**src/hw/rtl/cpg_pkg.sv**
```systemverilog
// Shared widths, request codes and the step word type for the circle point generator.
// No dependencies; used by every module under hw/rtl.
`default_nettype none

package cpg_pkg;

	localparam int RADIUS_BITS = 10;
	localparam int COORD_BITS  = 12;
	localparam int OFF_BITS    = RADIUS_BITS + 1;
	localparam int DEC_BITS    = RADIUS_BITS + 4;
	localparam int PT_BITS     = COORD_BITS + 1;
	localparam int ATTR_BITS   = 8;
	localparam int PTS_PER_STEP = 8;
	localparam int IDX_BITS    = $clog2(PTS_PER_STEP);

	localparam logic REQ_START = 1'b0;
	localparam logic REQ_STEP  = 1'b1;

	localparam int DEC_INIT    = 3;
	localparam int DEC_GROW_A  = 6;
	localparam int DEC_GROW_AB = 10;

	typedef logic [IDX_BITS-1:0] idx_t;
	localparam idx_t LAST_IDX = idx_t'(PTS_PER_STEP - 1);

	typedef struct packed {
		logic signed [OFF_BITS-1:0]   a;
		logic signed [OFF_BITS-1:0]   b;
		logic signed [COORD_BITS-1:0] cx;
		logic signed [COORD_BITS-1:0] cy;
		logic [ATTR_BITS-1:0]         glyph;
		logic [ATTR_BITS-1:0]         colour;
		logic                         done;
	} step_t;

endpackage

`default_nettype wire

```
**src/hw/rtl/cpg_ctl.sv**
```systemverilog
// Circle state: center, octant offsets, decision value and attributes.
// Loads on start, advances one octant step per step word taken while busy. Depends on cpg_pkg.
`default_nettype none

module cpg_ctl (
	input  wire logic                                  clk,
	input  wire logic                                  arst_n,
	input  wire logic                                  start,
	input  wire logic                                  advance,
	input  wire logic signed [cpg_pkg::COORD_BITS-1:0] center_x,
	input  wire logic signed [cpg_pkg::COORD_BITS-1:0] center_y,
	input  wire logic [cpg_pkg::RADIUS_BITS-1:0]       radius,
	input  wire logic [cpg_pkg::ATTR_BITS-1:0]         glyph,
	input  wire logic [cpg_pkg::ATTR_BITS-1:0]         colour,
	output logic                                       busy,
	output cpg_pkg::step_t                             step
);

	logic                                  busy_q;
	logic signed [cpg_pkg::COORD_BITS-1:0] mid_x_q;
	logic signed [cpg_pkg::COORD_BITS-1:0] mid_y_q;
	logic signed [cpg_pkg::OFF_BITS-1:0]   off_a_q;
	logic signed [cpg_pkg::OFF_BITS-1:0]   off_b_q;
	logic signed [cpg_pkg::DEC_BITS-1:0]   dec_q;
	logic [cpg_pkg::ATTR_BITS-1:0]         glyph_q;
	logic [cpg_pkg::ATTR_BITS-1:0]         colour_q;

	logic signed [cpg_pkg::OFF_BITS-1:0]   na;
	logic signed [cpg_pkg::OFF_BITS-1:0]   nb;
	logic signed [cpg_pkg::DEC_BITS-1:0]   nd;
	logic signed [cpg_pkg::DEC_BITS-1:0]   a_ext;
	logic signed [cpg_pkg::DEC_BITS-1:0]   b_ext;
	logic signed [cpg_pkg::DEC_BITS-1:0]   d_init;
	logic                                  done;

	always_comb begin
		a_ext = cpg_pkg::DEC_BITS'(off_a_q);
		b_ext = cpg_pkg::DEC_BITS'(off_b_q);
		na    = off_a_q + cpg_pkg::OFF_BITS'(1);
		if (dec_q[cpg_pkg::DEC_BITS-1]) begin
			nd = dec_q + (a_ext <<< 2) + cpg_pkg::DEC_BITS'(cpg_pkg::DEC_GROW_A);
			nb = off_b_q;
		end else begin
			nd = dec_q + ((a_ext - b_ext) <<< 2) + cpg_pkg::DEC_BITS'(cpg_pkg::DEC_GROW_AB);
			nb = off_b_q - cpg_pkg::OFF_BITS'(1);
		end
		done   = (nb < na);
		d_init = cpg_pkg::DEC_BITS'(cpg_pkg::DEC_INIT)
			- (cpg_pkg::DEC_BITS'(radius) << 1);
	end

	always_ff @(posedge clk or negedge arst_n) begin
		if (!arst_n) begin
			busy_q   <= 1'b0;
			mid_x_q  <= '0;
			mid_y_q  <= '0;
			off_a_q  <= '0;
			off_b_q  <= '0;
			dec_q    <= '0;
			glyph_q  <= '0;
			colour_q <= '0;
		end else if (start) begin
			busy_q   <= (radius != '0);
			mid_x_q  <= center_x;
			mid_y_q  <= center_y;
			off_a_q  <= '0;
			off_b_q  <= cpg_pkg::OFF_BITS'(radius);
			dec_q    <= d_init;
			glyph_q  <= glyph;
			colour_q <= colour;
		end else if (advance) begin
			dec_q   <= nd;
			off_a_q <= na;
			off_b_q <= nb;
			if (done) begin
				busy_q <= 1'b0;
			end
		end
	end

	assign busy        = busy_q;
	assign step.a      = off_a_q;
	assign step.b      = off_b_q;
	assign step.cx     = mid_x_q;
	assign step.cy     = mid_y_q;
	assign step.glyph  = glyph_q;
	assign step.colour = colour_q;
	assign step.done   = done;

endmodule

`default_nettype wire

```
**src/hw/rtl/cpg_emit.sv**
```systemverilog
// Point emitter: holds one step word and sends its eight mirrored points through an
// output register, one per cycle while the output does not stall. Depends on cpg_pkg.
`default_nettype none

module cpg_emit (
	input  wire logic                           clk,
	input  wire logic                           arst_n,
	input  wire logic                           load,
	input  wire cpg_pkg::step_t                 step_in,
	input  wire logic                           out_stall,
	output logic                                pend,
	output logic                                finishing,
	output logic                                out_valid,
	output logic signed [cpg_pkg::PT_BITS-1:0]  point_x,
	output logic signed [cpg_pkg::PT_BITS-1:0]  point_y,
	output logic [cpg_pkg::ATTR_BITS-1:0]       glyph_out,
	output logic [cpg_pkg::ATTR_BITS-1:0]       colour_out,
	output logic                                last_of_step,
	output logic                                circle_done
);

	cpg_pkg::step_t step_q;
	logic           step_v_q;
	cpg_pkg::idx_t  idx_q;
	logic           move;
	logic           last;

	logic signed [cpg_pkg::PT_BITS-1:0] a_w;
	logic signed [cpg_pkg::PT_BITS-1:0] b_w;
	logic signed [cpg_pkg::PT_BITS-1:0] dx;
	logic signed [cpg_pkg::PT_BITS-1:0] dy;
	logic signed [cpg_pkg::PT_BITS-1:0] px;
	logic signed [cpg_pkg::PT_BITS-1:0] py;

	logic                               out_valid_q;
	logic signed [cpg_pkg::PT_BITS-1:0] point_x_q;
	logic signed [cpg_pkg::PT_BITS-1:0] point_y_q;
	logic [cpg_pkg::ATTR_BITS-1:0]      glyph_q;
	logic [cpg_pkg::ATTR_BITS-1:0]      colour_q;
	logic                               last_q;
	logic                               done_q;

	assign move      = step_v_q && (!out_valid_q || !out_stall);
	assign last      = (idx_q == cpg_pkg::LAST_IDX);
	assign finishing = move && last;
	assign pend      = step_v_q;

	always_comb begin
		a_w = cpg_pkg::PT_BITS'(step_q.a);
		b_w = cpg_pkg::PT_BITS'(step_q.b);
		unique case (idx_q[1:0])
			2'd0: begin dx = -a_w; dy = b_w; end
			2'd1: begin dx = -b_w; dy = a_w; end
			2'd2: begin dx = b_w;  dy = a_w; end
			default: begin dx = a_w; dy = b_w; end
		endcase
		px = cpg_pkg::PT_BITS'(step_q.cx) + dx;
		if (idx_q[cpg_pkg::IDX_BITS-1]) begin
			py = cpg_pkg::PT_BITS'(step_q.cy) + dy;
		end else begin
			py = cpg_pkg::PT_BITS'(step_q.cy) - dy;
		end
	end

	always_ff @(posedge clk or negedge arst_n) begin
		if (!arst_n) begin
			step_v_q <= 1'b0;
			idx_q    <= '0;
		end else if (load) begin
			step_v_q <= 1'b1;
			idx_q    <= '0;
		end else if (move) begin
			idx_q <= idx_q + cpg_pkg::idx_t'(1);
			if (last) begin
				step_v_q <= 1'b0;
			end
		end
	end

	always_ff @(posedge clk) begin
		if (load) begin
			step_q <= step_in;
		end
	end

	always_ff @(posedge clk or negedge arst_n) begin
		if (!arst_n) begin
			out_valid_q <= 1'b0;
		end else if (move) begin
			out_valid_q <= 1'b1;
		end else if (!out_stall) begin
			out_valid_q <= 1'b0;
		end
	end

	always_ff @(posedge clk) begin
		if (move) begin
			point_x_q <= px;
			point_y_q <= py;
			glyph_q   <= step_q.glyph;
			colour_q  <= step_q.colour;
			last_q    <= last;
			done_q    <= last && step_q.done;
		end
	end

	assign out_valid    = out_valid_q;
	assign point_x      = point_x_q;
	assign point_y      = point_y_q;
	assign glyph_out    = glyph_q;
	assign colour_out   = colour_q;
	assign last_of_step = last_q;
	assign circle_done  = done_q;

endmodule

`default_nettype wire

```
**src/hw/rtl/midpoint_circle_point_generator.sv**
```systemverilog
// Midpoint circle point generator. A start word loads center, radius, glyph and colour
// and gives no points. A step word gives the eight mirrored points of the current octant
// offset, one per cycle from the output register while the output does not stall; the
// next word is taken in the cycle the eighth point enters the output register, so a new
// word can be taken while earlier points still wait in the output register. Steps while
// idle are taken and give nothing.
// Depends on cpg_pkg, cpg_ctl and cpg_emit.
`default_nettype none

module midpoint_circle_point_generator (
	input  wire logic                                  clk,
	input  wire logic                                  arst_n,
	input  wire logic                                  in_valid,
	output logic                                       in_stall,
	input  wire logic                                  req_type,
	input  wire logic signed [cpg_pkg::COORD_BITS-1:0] center_x,
	input  wire logic signed [cpg_pkg::COORD_BITS-1:0] center_y,
	input  wire logic [cpg_pkg::RADIUS_BITS-1:0]       radius,
	input  wire logic [cpg_pkg::ATTR_BITS-1:0]         glyph,
	input  wire logic [cpg_pkg::ATTR_BITS-1:0]         colour,
	output logic                                       out_valid,
	input  wire logic                                  out_stall,
	output logic signed [cpg_pkg::PT_BITS-1:0]         point_x,
	output logic signed [cpg_pkg::PT_BITS-1:0]         point_y,
	output logic [cpg_pkg::ATTR_BITS-1:0]              glyph_out,
	output logic [cpg_pkg::ATTR_BITS-1:0]              colour_out,
	output logic                                       last_of_step,
	output logic                                       circle_done
);

	logic           accept;
	logic           start;
	logic           advance;
	logic           busy;
	logic           pend;
	logic           finishing;
	cpg_pkg::step_t step;

	assign in_stall = pend && !finishing;
	assign accept   = in_valid && !in_stall;
	assign start    = accept && (req_type == cpg_pkg::REQ_START);
	assign advance  = accept && (req_type == cpg_pkg::REQ_STEP) && busy;

	cpg_ctl u_ctl (
		.clk      (clk),
		.arst_n   (arst_n),
		.start    (start),
		.advance  (advance),
		.center_x (center_x),
		.center_y (center_y),
		.radius   (radius),
		.glyph    (glyph),
		.colour   (colour),
		.busy     (busy),
		.step     (step)
	);

	cpg_emit u_emit (
		.clk          (clk),
		.arst_n       (arst_n),
		.load         (advance),
		.step_in      (step),
		.out_stall    (out_stall),
		.pend         (pend),
		.finishing    (finishing),
		.out_valid    (out_valid),
		.point_x      (point_x),
		.point_y      (point_y),
		.glyph_out    (glyph_out),
		.colour_out   (colour_out),
		.last_of_step (last_of_step),
		.circle_done  (circle_done)
	);

`ifndef ASSERT_OFF
	a_done_on_last: assert property (@(posedge clk) disable iff (!arst_n)
		out_valid && circle_done |-> last_of_step)
		else $error("circle_done without last_of_step");

	a_stall_only_pending: assert property (@(posedge clk) disable iff (!arst_n)
		in_stall |-> pend)
		else $error("input stalled with no step pending");

	a_step_loads: assert property (@(posedge clk) disable iff (!arst_n)
		advance |=> pend && !out_valid || pend)
		else $error("accepted step did not load the emitter");

	a_idle_after_done: assert property (@(posedge clk) disable iff (!arst_n)
		advance && step.done |=> !busy)
		else $error("busy held after final step");
`endif

endmodule

`default_nettype wire

```
**config.mk**
```make
export PLATFORM = sky130hd
export DESIGN_NAME = midpoint_circle_point_generator
export DESIGN_NICKNAME = d
export VERILOG_FILES = /design/src/hw/rtl/cpg_pkg.sv /design/src/hw/rtl/cpg_ctl.sv /design/src/hw/rtl/cpg_emit.sv /design/src/hw/rtl/midpoint_circle_point_generator.sv
export SDC_FILE = /design/constraint.sdc
export NUM_CORES = 1
export LEC_CHECK = 0
export BUFFER_PORTS_ARGS = -buffer_cell sky130_fd_sc_hd__buf_2
export CORE_UTILIZATION = 61
export DETAILED_ROUTE_END_ITERATION = 8
export HOLD_SLACK_MARGIN = 0.06
export PLACE_DENSITY_LB_ADDON = 0.05
export SYNTH_ARGS = -nofsm -noshare
export SYNTH_HDL_FRONTEND = slang
export SYNTH_SLANG_ARGS = --single-unit
```
**constraint.sdc**
```tcl
create_clock -name clk -period 4.6 [get_ports clk]
set_input_delay 0.69 -clock clk [delete_from_list [all_inputs] [get_ports clk]]
set_output_delay 0.69 -clock clk [all_outputs]
set_load 0.1 [all_outputs]
```
==> impl_metrics.py <==
metrics = {
    "detailed_routing": {
        "wire_per_inst_um": 17.5,
        "vias": 8569,
        "drt_iter0_drc": 655,
        "finalWirelength_mm": 25.5,
        "dr.pass1.iters": 6,
        "drc": 0,
        "vias_per_cell": 5.87,
        "postRouteAntennaNets": 0,
    },
    "yosys": {
        "yosysWarnings": 0,
        "ys_seq_area_share_pct": 46.6,
        "async_flop_share_pct": 43.1,
        "netlist.area_leader.share_pct": 28.6,
        "synth_nets": 1276,
        "synthCells": 1116,
        "synthFlopType": "edfxtp_1",
        "syn_area_sq_um": 11200,
        "synth-edff-count": 107,
        "synth_top_area_cell": "edfxtp_1",
        "synth.avg_cell_area_sq_um": 10.1,
        "synthTopCellsByArea": "edfxtp_1 (29%), dfrtp_1 (18%), ha_1 (11%)",
        "yosys_register_bits": 188,
        "ys_types": 74,
    },
    "cells_and_area": {
        "num_antenna_cells": 0,
        "fillers": 1391,
        "nNetsFinal": 1378,
        "layout_commonest_cell": "nand2_1",
        "syn2layout_area_growth_pct": 12.6,
        "multi_input_area_sq_um": 5670,
        "final_cell_mix": "nand2_1 (173), edfxtp_1 (107), ha_1 (100), buf_2 (99), dfrtp_1 (81)",
        "final_cell_area_sq_um": 12700,
        "seq_area_sq_um": 5240,
        "final_cells": 1460,
        "drive_gt1_share_pct": 14.2,
    },
    "critical_path": {
        "r2r_cells": 18,
        "crit_arrival_ns": 4.39,
        "worst-setup-path-type": "register to register",
        "r2r_slack_ns": 0.53,
        "crit_fanout": 7,
        "rr_startpoint": "u_ctl.off_a_q[0]",
        "worstSetupStartpointType": "register",
        "end_kind": "register",
        "crit_required_ns": 4.92,
        "r2r_end": "u_ctl.dec_q[13]",
    },
    "clock_tree": {
        "cts-hold-fix-buffers": 0,
        "cts_max_path_buffers": 2,
        "cts_tree": "done",
        "cts_made_buffers": 17,
        "cts-resized-gates": 0,
        "clk-insertion-delay-late_ns": 0.45,
        "clk_pin_slew_worst_paths_ns": 0.08,
        "cts_setup_buffers": 0,
        "root_buffer": "clkbuf_16",
        "clock_sinks": 188,
        "htreeDepth": 4,
    },
    "timing": {
        "relSlewSlack_pct": 31.9,
        "worstMarginPinSlew_ns": 1.02,
        "tns_ns": 0,
        "setup_viol": 0,
        "fin_skew_ns": 0.0129,
        "period_share_pct": 88.5,
        "fmax_mhz": 246,
        "rsz0062_at_grt": "false",
        "slew_viol_final": 0,
        "finalHoldViolations": 0,
        "post-route-min-period_ns": 4.07,
        "hold_ws_ns": 0.222,
    },
    "place": {
        "hpwlAfterDp_mm": 18.7,
        "dpl-instance-area_sq_um": 12000,
        "gp_congestion": 0.899,
        "dpl.cell_count": 1428,
        "port_buffers": 100,
    },
    "floorplanning": {
        "ios": 101,
        "die_y_um": 138,
        "start_util_pct": 62.4,
        "core_area_sq_um": 18000,
        "rows": 49,
        "die_w_um": 138,
        "dieArea_sq_um": 19000,
    },
    "hold_path": {
        "hold_path_class": "input port to async pin",
    },
    "flow_run": {
        "max-cap-violations": 0,
    },
    "grt": {
        "antenna_found_initial": 0,
        "gr-total-overflow": 0,
        "grt_usage_pct": 28.7,
        "grt_pass1_vias": 8347,
        "grt_max_degree": 50,
        "grt_pass1_wl_mm": 41.1,
    },
    "status": {
        "status": "complete, no violations",
    },
}
[metal layers]
metal	track usage [%]	part of all wire [%]	vias to the layer above	wire length (um)
li1	-	-	4220	-
met1	36.3	43	4041	10900
met2	49.0	49	256	12600
met3	4.34	5.1	52	1310
met4	12.0	2.9	0	737
met5	0	0	-	0
[metrics by stage]
step / worst slack [ns] / utilization [%]
after floorplan: 0.788 / -
after global placement: 0.626 / 66.8
after detailed placement: 0.515 / 66.8
after CTS: 0.515 / 70.2
after global routing: 0.116 / 70.2
final: 0.530 / 70.2
[worst max path at each step]
stage,from,end,slack [ns],depth (start not counted)
4_1_cts,u_ctl.off_a_q[0],u_ctl.dec_q[13],0.51,18
3_3_place_gp,u_ctl.off_a_q[0],u_ctl.dec_q[13],0.63,18
2_1_floorplan,u_emit.out_valid,u_emit.idx_q[2],0.79,3
5_1_grt,u_ctl.off_a_q[0],u_ctl.dec_q[13],0.12,18
3_5_place_dp,u_ctl.off_a_q[0],u_ctl.dec_q[13],0.52,18
6_report,u_ctl.off_a_q[0],u_ctl.dec_q[13],0.53,18
[cells by family after synthesis]
kind of cell    share of synthesized area [%]
buf+inv                                  3.12
mux                                      2.08
fa+ha+maj                                12.0
flops                                    46.6
xor+xnor                                 6.39
simple gates                             14.6
compound gates                           15.1
[state kept, by name, indices dropped and copies added, names as in the netlist]
signal               count
u_emit.step_q           41
u_ctl.dec_q             13
u_emit.point_x          13
u_emit.point_y          13
u_ctl.mid_x_q           12
u_ctl.mid_y_q           12
u_ctl.off_a_q           11
u_ctl.off_b_q           11
u_emit.a_w              11
u_emit.b_w              11
u_ctl.colour_q           8
u_ctl.glyph_q            8
u_emit.colour_out        8
u_emit.glyph_out         8
u_emit.idx_q             3
u_ctl.busy               1
u_emit.circle_done       1
u_emit.last_of_step      1
u_emit.out_valid         1
u_emit.pend              1
[cells in the mapped netlist (all sizes together), types with 3 or more instances]
cell type,n
nand2,174
edfxtp,107
ha,100
nor2,82
dfrtp,81
a21oi,77
o21ai,76
xnor2,62
inv,57
nor3,28
clkbuf,21
mux2i,20
xor2,20
nand3,18
a21o,15
nand2b,12
o21a,12
o31ai,12
a31oi,10
and3,10
buf,10
or3,10
a22oi,9
o21bai,8
o22ai,8
a211oi,7
nand4,7
o221ai,7
nor2b,6
o211ai,6
fa,5
a21boi,4
nor4,4
a2111oi,3
mux2,3
[worst max-delay path, cell delays in order, from the launching register on]
cell      delay, ns
dfrtp_1        0.45
inv_1          0.14
ha_1           0.19
inv_1          0.06
fa_1           0.40
a21o_1         0.17
a21oi_1        0.23
o21bai_1       0.09
a21oi_1        0.24
o21ai_1        0.16
xor2_1         0.17
ha_1           0.29
ha_1           0.37
a21oi_1        0.17
o21ai_0        0.14
o41ai_2        0.25
xnor2_1        0.18
xnor2_1        0.14
o211ai_1       0.12
[final cells by class]
type,count,area share (%)
Multi-Input combinational cell,840,44.8
Sequential cell,188,41.4
Timing Repair Buffer,114,4.90
Clock buffer,17,3.36
Tap cell,229,2.26
Inverter,57,1.69
Clock inverter,15,1.56
Power is left out: the tool's default activity adds up to more than one toggle a clock period on the data nets, which glitch-free logic cannot reach.
